## config.mk

```make
export PLATFORM = sky130hd
export DESIGN_NAME = dtr_div
export DESIGN_NICKNAME = d
export VERILOG_FILES = /design/src/rtl/core/dtr_pkg.sv /design/src/rtl/core/dtr_div.sv
export SDC_FILE = /design/constraint.sdc
export NUM_CORES = 1
export LEC_CHECK = 0
export BUFFER_PORTS_ARGS = -buffer_cell sky130_fd_sc_hd__buf_2
export CORE_ASPECT_RATIO = 2
export CORE_UTILIZATION = 50
export DETAILED_ROUTE_END_ITERATION = 10
export PLACE_DENSITY = 0.69
export REMOVE_ABC_BUFFERS = 1
export SYNTH_ARGS = -nofsm -noshare
export SYNTH_HDL_FRONTEND = slang
export SYNTH_SLANG_ARGS = --single-unit
```

## constraint.sdc

```tcl
create_clock -name i_clk -period 7.09 [get_ports i_clk]
set_input_delay 0.3545 -clock i_clk [delete_from_list [all_inputs] [get_ports i_clk]]
set_output_delay 0.3545 -clock i_clk [all_outputs]
set_load 0.1 [all_outputs]
```

## src/rtl/core/dtr_pkg.sv

```systemverilog
// shared types and constants of the depth tested triangle rasterizer
package dtr_pkg;

    localparam int CW = 13;
    localparam int DW = 14;
    localparam int EW = 2 * DW;
    localparam int ZW = 16;
    localparam int PW = ZW + EW;
    localparam int NW = PW + 2;
    localparam int QW = 18;
    localparam int BW = 8;
    localparam int CNTW = 13;
    localparam int VW = 27;

    localparam int BRIGHT_GAIN = 255;
    localparam int BRIGHT_OFS = 20 * 16384;
    localparam int FRAC_BITS = 14;

    localparam logic [1:0] FUNC_DRAW = 2'd0;
    localparam logic [1:0] FUNC_READ = 2'd1;
    localparam logic [1:0] FUNC_WDEPTH = 2'd2;
    localparam logic [1:0] FUNC_NONE = 2'd3;

    localparam logic [CNTW-1:0] CNT_MAX = {CNTW{1'b1}};

    typedef enum logic [3:0] {
        ST_CLEAR, ST_IDLE, ST_BOX, ST_AREA, ST_EA, ST_EB, ST_EG, ST_ORG,
        ST_SCAN, ST_MUL, ST_DIV, ST_WB, ST_RD, ST_RDW, ST_WR, ST_OUT
    } t_state;

    typedef struct packed {
        logic                 start;
        logic signed [NW-1:0] num;
        logic signed [EW-1:0] den;
    } t_div_req;

    typedef struct packed {
        logic                 done;
        logic signed [QW:0]   quo;
    } t_div_rsp;

endpackage

```

## src/rtl/core/dtr_div.sv

```systemverilog
// iterative restoring divider for depth interpolation, truncating toward zero
module dtr_div (
    input  logic              i_clk,
    input  logic              i_rst_n,
    input  dtr_pkg::t_div_req i_req,
    output dtr_pkg::t_div_rsp o_rsp
);
    localparam int NW = dtr_pkg::NW;
    localparam int EW = dtr_pkg::EW;
    localparam int QW = dtr_pkg::QW;
    localparam int SW = $clog2(QW + 1);

    logic          r_busy, n_busy;
    logic          r_done, n_done;
    logic [NW-1:0] r_rem, n_rem;
    logic [NW-1:0] r_dsh, n_dsh;
    logic [QW-1:0] r_quo, n_quo;
    logic [SW-1:0] r_cnt, n_cnt;
    logic          r_neg, n_neg;
    logic [NW-1:0] w_num_abs;
    logic [EW-1:0] w_den_abs;
    logic          w_ge;

    assign w_num_abs = i_req.num[NW-1] ? NW'(-i_req.num) : NW'(i_req.num);
    assign w_den_abs = i_req.den[EW-1] ? EW'(-i_req.den) : EW'(i_req.den);
    assign w_ge = r_rem >= r_dsh;

    always_comb begin
        n_busy = r_busy;
        n_done = 1'b0;
        n_rem = r_rem;
        n_dsh = r_dsh;
        n_quo = r_quo;
        n_cnt = r_cnt;
        n_neg = r_neg;
        if (i_req.start) begin
            n_busy = 1'b1;
            n_rem = w_num_abs;
            n_dsh = NW'(w_den_abs) << (QW - 1);
            n_quo = '0;
            n_cnt = SW'(QW);
            n_neg = i_req.num[NW-1] ^ i_req.den[EW-1];
        end else if (r_busy) begin
            if (w_ge) begin
                n_rem = r_rem - r_dsh;
            end
            n_quo = {r_quo[QW-2:0], w_ge};
            n_dsh = r_dsh >> 1;
            n_cnt = r_cnt - 1'b1;
            if (r_cnt == SW'(1)) begin
                n_busy = 1'b0;
                n_done = 1'b1;
            end
        end
    end

    always_ff @(posedge i_clk) begin
        if (!i_rst_n) begin
            r_busy <= 1'b0;
            r_done <= 1'b0;
        end else begin
            r_busy <= n_busy;
            r_done <= n_done;
        end
        r_rem <= n_rem;
        r_dsh <= n_dsh;
        r_quo <= n_quo;
        r_cnt <= n_cnt;
        r_neg <= n_neg;
    end

    assign o_rsp.done = r_done;
    assign o_rsp.quo = r_neg ? -$signed({1'b0, r_quo}) : $signed({1'b0, r_quo});
endmodule

```

== Word-level counts from Yosys, hierarchy flattened ==
Cells that the tools add are included.
Storage, ports and cells
  bits in registers: 117
  latch bits: 0
  bits in writable memories: 0
  memory bits (read-only): 0
  input bits: 77
  output and inout port bits: 20
  logic and storage cells: 34
  memories: 0
Cells by class
  add/sub/neg operators: 5
  multiply operators: 0
  div/mod/pow operators: 0
  order comparisons: 1
  equality and inequality tests: 1
  shift-type cells: 0
  muxes and demuxes: 12
  bitwise operators: 3
  reductions and logical operators: 4
Operators by type and width (number)
  $mux 46: 4
  $mux 45: 2
  $ge 46x45->1: 1
  $neg 46->46: 1
  $sub 46x45->46: 1
  $mux 28: 1
  $neg 28->28: 1
  $mux 19: 1
  $neg 18->19: 1
  $eq 5x1->1 const B: 1
  $sub 5x1->5 const B: 1
  $mux 1: 4
  $reduce_bool 2->1: 2
  $reduce_or 3->1: 1
  $not 1->1: 2
  $reduce_and 2->1: 1
  $xor 1x1->1: 1

== Longest topological paths before layout ==
  depth in word-level cells: 4
  mapped depth: 11
  gate-level depth less buffers: 11

== Worst setup path before layout ==
OpenSTA, ideal clock, no wires.
  path kind: reg-to-reg
  from: register r_rem[0]
  to: register r_rem[0] (enable)
  library setup time: 0.513 ns
  arrival: 5.533 ns
  data required time: 6.577 ns
  path slack: 1.044 ns
  cell stages (with the launch flop): 12
  buffers on the path: 0
  clock period less this slack: 6.046 ns
  path through: edfxtp_1 inv_1 ha_1 fa_1 nor2b_1 o21bai_1 a21oi_1 a2111oi_0 o21a_1 o211ai_1 a41oi_1 o21ai_0
On the way
  cells in the longest elaborated chain, start to end: 3
Ends and longest elaborated chain
  start: declaration: line dtr_div.sv:15  | logic [NW-1:0] r_rem, n_rem;
  start signal: assignment: line dtr_div.sv:65  | r_rem <= n_rem;
  $ge 46x45->1: line dtr_div.sv:26  | assign w_ge = r_rem >= r_dsh;
  $reduce_bool 2->1 (no source line)
  $reduce_and 2->1 (no source line)
No other way between the ends.
A chain may end at the register's enable or synchronous reset.

== Worst setup path in the final report ==
  from: register r_rem[0]
  to: register r_rem[26] (enable)
The elaborated chain is that of the path after synthesis.

==> reports/results.txt <==
CTS Buffer Depth - 2
Post-cts resize count - 0
Worst slew pin tran - 0.8959 ns
Share of layout cells above drive strength 1 - 12.21%
Power Total - 3.415 mW
Setup ws final - 2.903 ns
Antenna-violating nets left - 0
Port bufs - 96
Root Buffer - clkbuf_16
Final setup viols - 0
Failing checks - design-rule violations
Filler Cells Inserted - 1716
Post-CTS setup buffers - 0
Setup_tns - 0 ns
Required time of the critical path - 7.15 ns
Max IR drop VDD - 0.1992 mV
Non-Filler Instances - 1395
Critical Setup Path Class - reg -> reg
P per Cell Area - 327.3 mW/mm^2
Die Y - 194.8 um
Worst skew pair latency - 0.43 ns
Max Cap Viol - 0
Main flop type after synthesis - edfxtp_1
Total number of vias - 8426
Via density - 6.040
Ys Warns - 0
Ports - 97
GRT overflow - 0
CTS Hold Buffers Added - 0
Post-synthesis sequential area ratio - 33.28%
Placer congestion estimate - 0.9150
RSZ-0062 raised after global routing - false
DP Cell Count - 1363
Drt wl/cell - 18.34 um
Critical path arrival - 4.25 ns
Synth unique cells - 59
Worst hold path class - in -> reg
First-pass DRT Iterations - 10
Final slew viol count - 0
CTS tree - done
Minimum clock period - 4.187 ns
Leakage - 4.254 nW
H-tree levels - 4
Initial Util - 51.02%
TritonCTS Buffers - 17
Number of global-route vias before repair - 8474
Layout Nets - 1294
Synthesis-stage register bit count - 117
# rows - 70
Fin crit share - 59.05%
Post-synth EDFFs - 75
Final hold violations - 0
Share of synthesized registers carrying an async set or reset - 0%
Setup WS pre-CTS - 2.929 ns
Crit-path max FO - 34
Worst Setup Start Kind - flop
Setup crit end kind - flop
Largest net degree at the start of global routing - 70
Outcome - finished, violations left
Global-route wire length before repair - 40950 um
DIE WIDTH - 98.41 um
Die area - 0.01917 mm^2
Layout area overhead - 12.26%
Clk sinks - 117
Aggregate routed wire length - 25590 um
Slew headroom - 40.27%
Ant diodes - 0
Synthesized cell area - 0.009294 mm^2
Fin Clk Skew - 0.01267 ns
Post-synthesis cell count - 1103
Peak Freq - 238.9 MHz
DRT iter0 DRCs - 382
Tot GR Track Use - 27.65%
CORE AREA - 0.01822 mm^2
Dpl hpwl - 19350 um
Syn_area_per_cell - 8.426 um^2
Initial antenna violation count - 0
Clock-pin slew on the worst setup and hold paths - 0.06 ns
DRC - 1
registers in the layout, indices dropped and copies added (netlist names):
name and count:
r_busy 1, r_cnt 5, r_done 1, r_dsh 45, r_neg 1, r_quo 18, r_rem 46
worst paths after layout:
check,start,endpoint,slack (ns),cells past startpoint
worst max register to register,r_rem[0],r_rem[26],2.90,12
worst max-delay path,r_rem[0],r_rem[26],2.90,12
worst min-delay path,i_rst_n,r_done,0.16,3
worst min register to register,r_cnt[4],r_cnt[4],0.51,2
cell families (layout without fill, tap and decap cells):
group                    Yosys count  in the layout  share of synthesized area [%]
flip-flops                       117            117                          33.28
adder cells (fa/ha/maj)           51             51                          6.947
XOR/XNOR                         125            125                          11.78
AND/OR/NAND/NOR                  347            347                          17.91
AO/OA/AOI/OAI                    297            297                          20.26
buffers and inverters            122            198                          5.089
multiplexers                      44             44                          4.739
Yosys cell counts (all sizes together) (3+ instances only):
cell type / count / area share [%]
a221oi: 3 / 0.28
nor3: 14 / 0.75
or2: 7 / 0.47
dfxtp: 42 / 9.0
or4: 12 / 1.1
and2: 3 / 0.20
nor2b: 7 / 0.47
clkbuf: 49 / 2.0
and4: 4 / 0.38
a21oi: 76 / 4.1
nand2: 118 / 4.8
a211oi: 6 / 0.48
o21a: 7 / 0.57
nand2b: 11 / 0.74
nor2: 93 / 3.8
buf: 9 / 0.52
o31ai: 36 / 2.9
nor4: 8 / 0.54
inv: 63 / 2.5
xor2: 50 / 4.7
o41ai: 14 / 1.3
xnor2: 75 / 7.1
o21bai: 6 / 0.48
o211ai: 7 / 0.57
nand4: 19 / 1.3
o21ai: 78 / 4.2
ha: 50 / 6.7
a2111oi: 3 / 0.28
o221ai: 3 / 0.28
mux2i: 44 / 4.7
edfxtp: 75 / 24
a21o: 33 / 2.7
nand3: 18 / 0.97
or4b: 3 / 0.36
or3: 16 / 1.1
o22ai: 4 / 0.27
nand3b: 3 / 0.24
a31oi: 4 / 0.27
and3: 8 / 0.54
metal layers:
layer	track usage [%]	routed length, um	share of wire, %
met5	0	0	0
met4	17.47	1435	5.6
met3	5.178	1087	4.2
met2	53.21	14040	55
met1	26.14	9021	35
critical path, stage by stage (launching register included):
cell and delay (ns):
edfxtp_1 0.32, inv_1 0.05, ha_1 0.22, fa_1 0.42, nor2b_1 0.16, o21bai_1 0.10, a21oi_1 0.35, a2111oi_0 0.25
o21a_1 0.27, o211ai_1 0.40, a41oi_1 0.28, o21ai_4 0.44, buf_4 0.55
final cells by class:
cell class	instances	area, um^2	area share (%)
Clock buffer	26	521.8	5.001
Clock inverter	6	40.04	0.3837
Inverter	64	240.2	2.302
Multi-Input combinational cell	864	5739	55.01
Sequential cell	117	3094	29.66
Tap cell	216	270.3	2.590
Timing Repair Buffer	102	528.0	5.061
report_power, final:
part           internal (mW)  switching (mW)  total (mW)
combinational          0.610            1.05        1.66
clock                  0.507           0.313       0.820
sequential             0.892          0.0477       0.940
through the flow:
stage	hold slack [ns]	cell area (um^2)	utilization (%)
2_1_floorplan	0.4269	9061	-
3_3_place_gp	0.4733	9872	54.19
3_5_place_dp	0.4960	9872	54.19
4_1_cts	0.1434	10430	57.27
5_1_grt	0.1797	10430	57.27
6_report	0.1584	10430	57.27
placed cells by master, fill, tap and decap left out, types with 41 or more instances in the layout:
cell      instances
nor2_1           93
mux2i_1          44
dfxtp_1          41
xnor2_1          75
ha_1             50
buf_2            95
inv_1            63
edfxtp_1         75
a21oi_1          76
nand2_1         118
o21ai_0          77
xor2_1           50
Power figures use the tool's default switching activity.
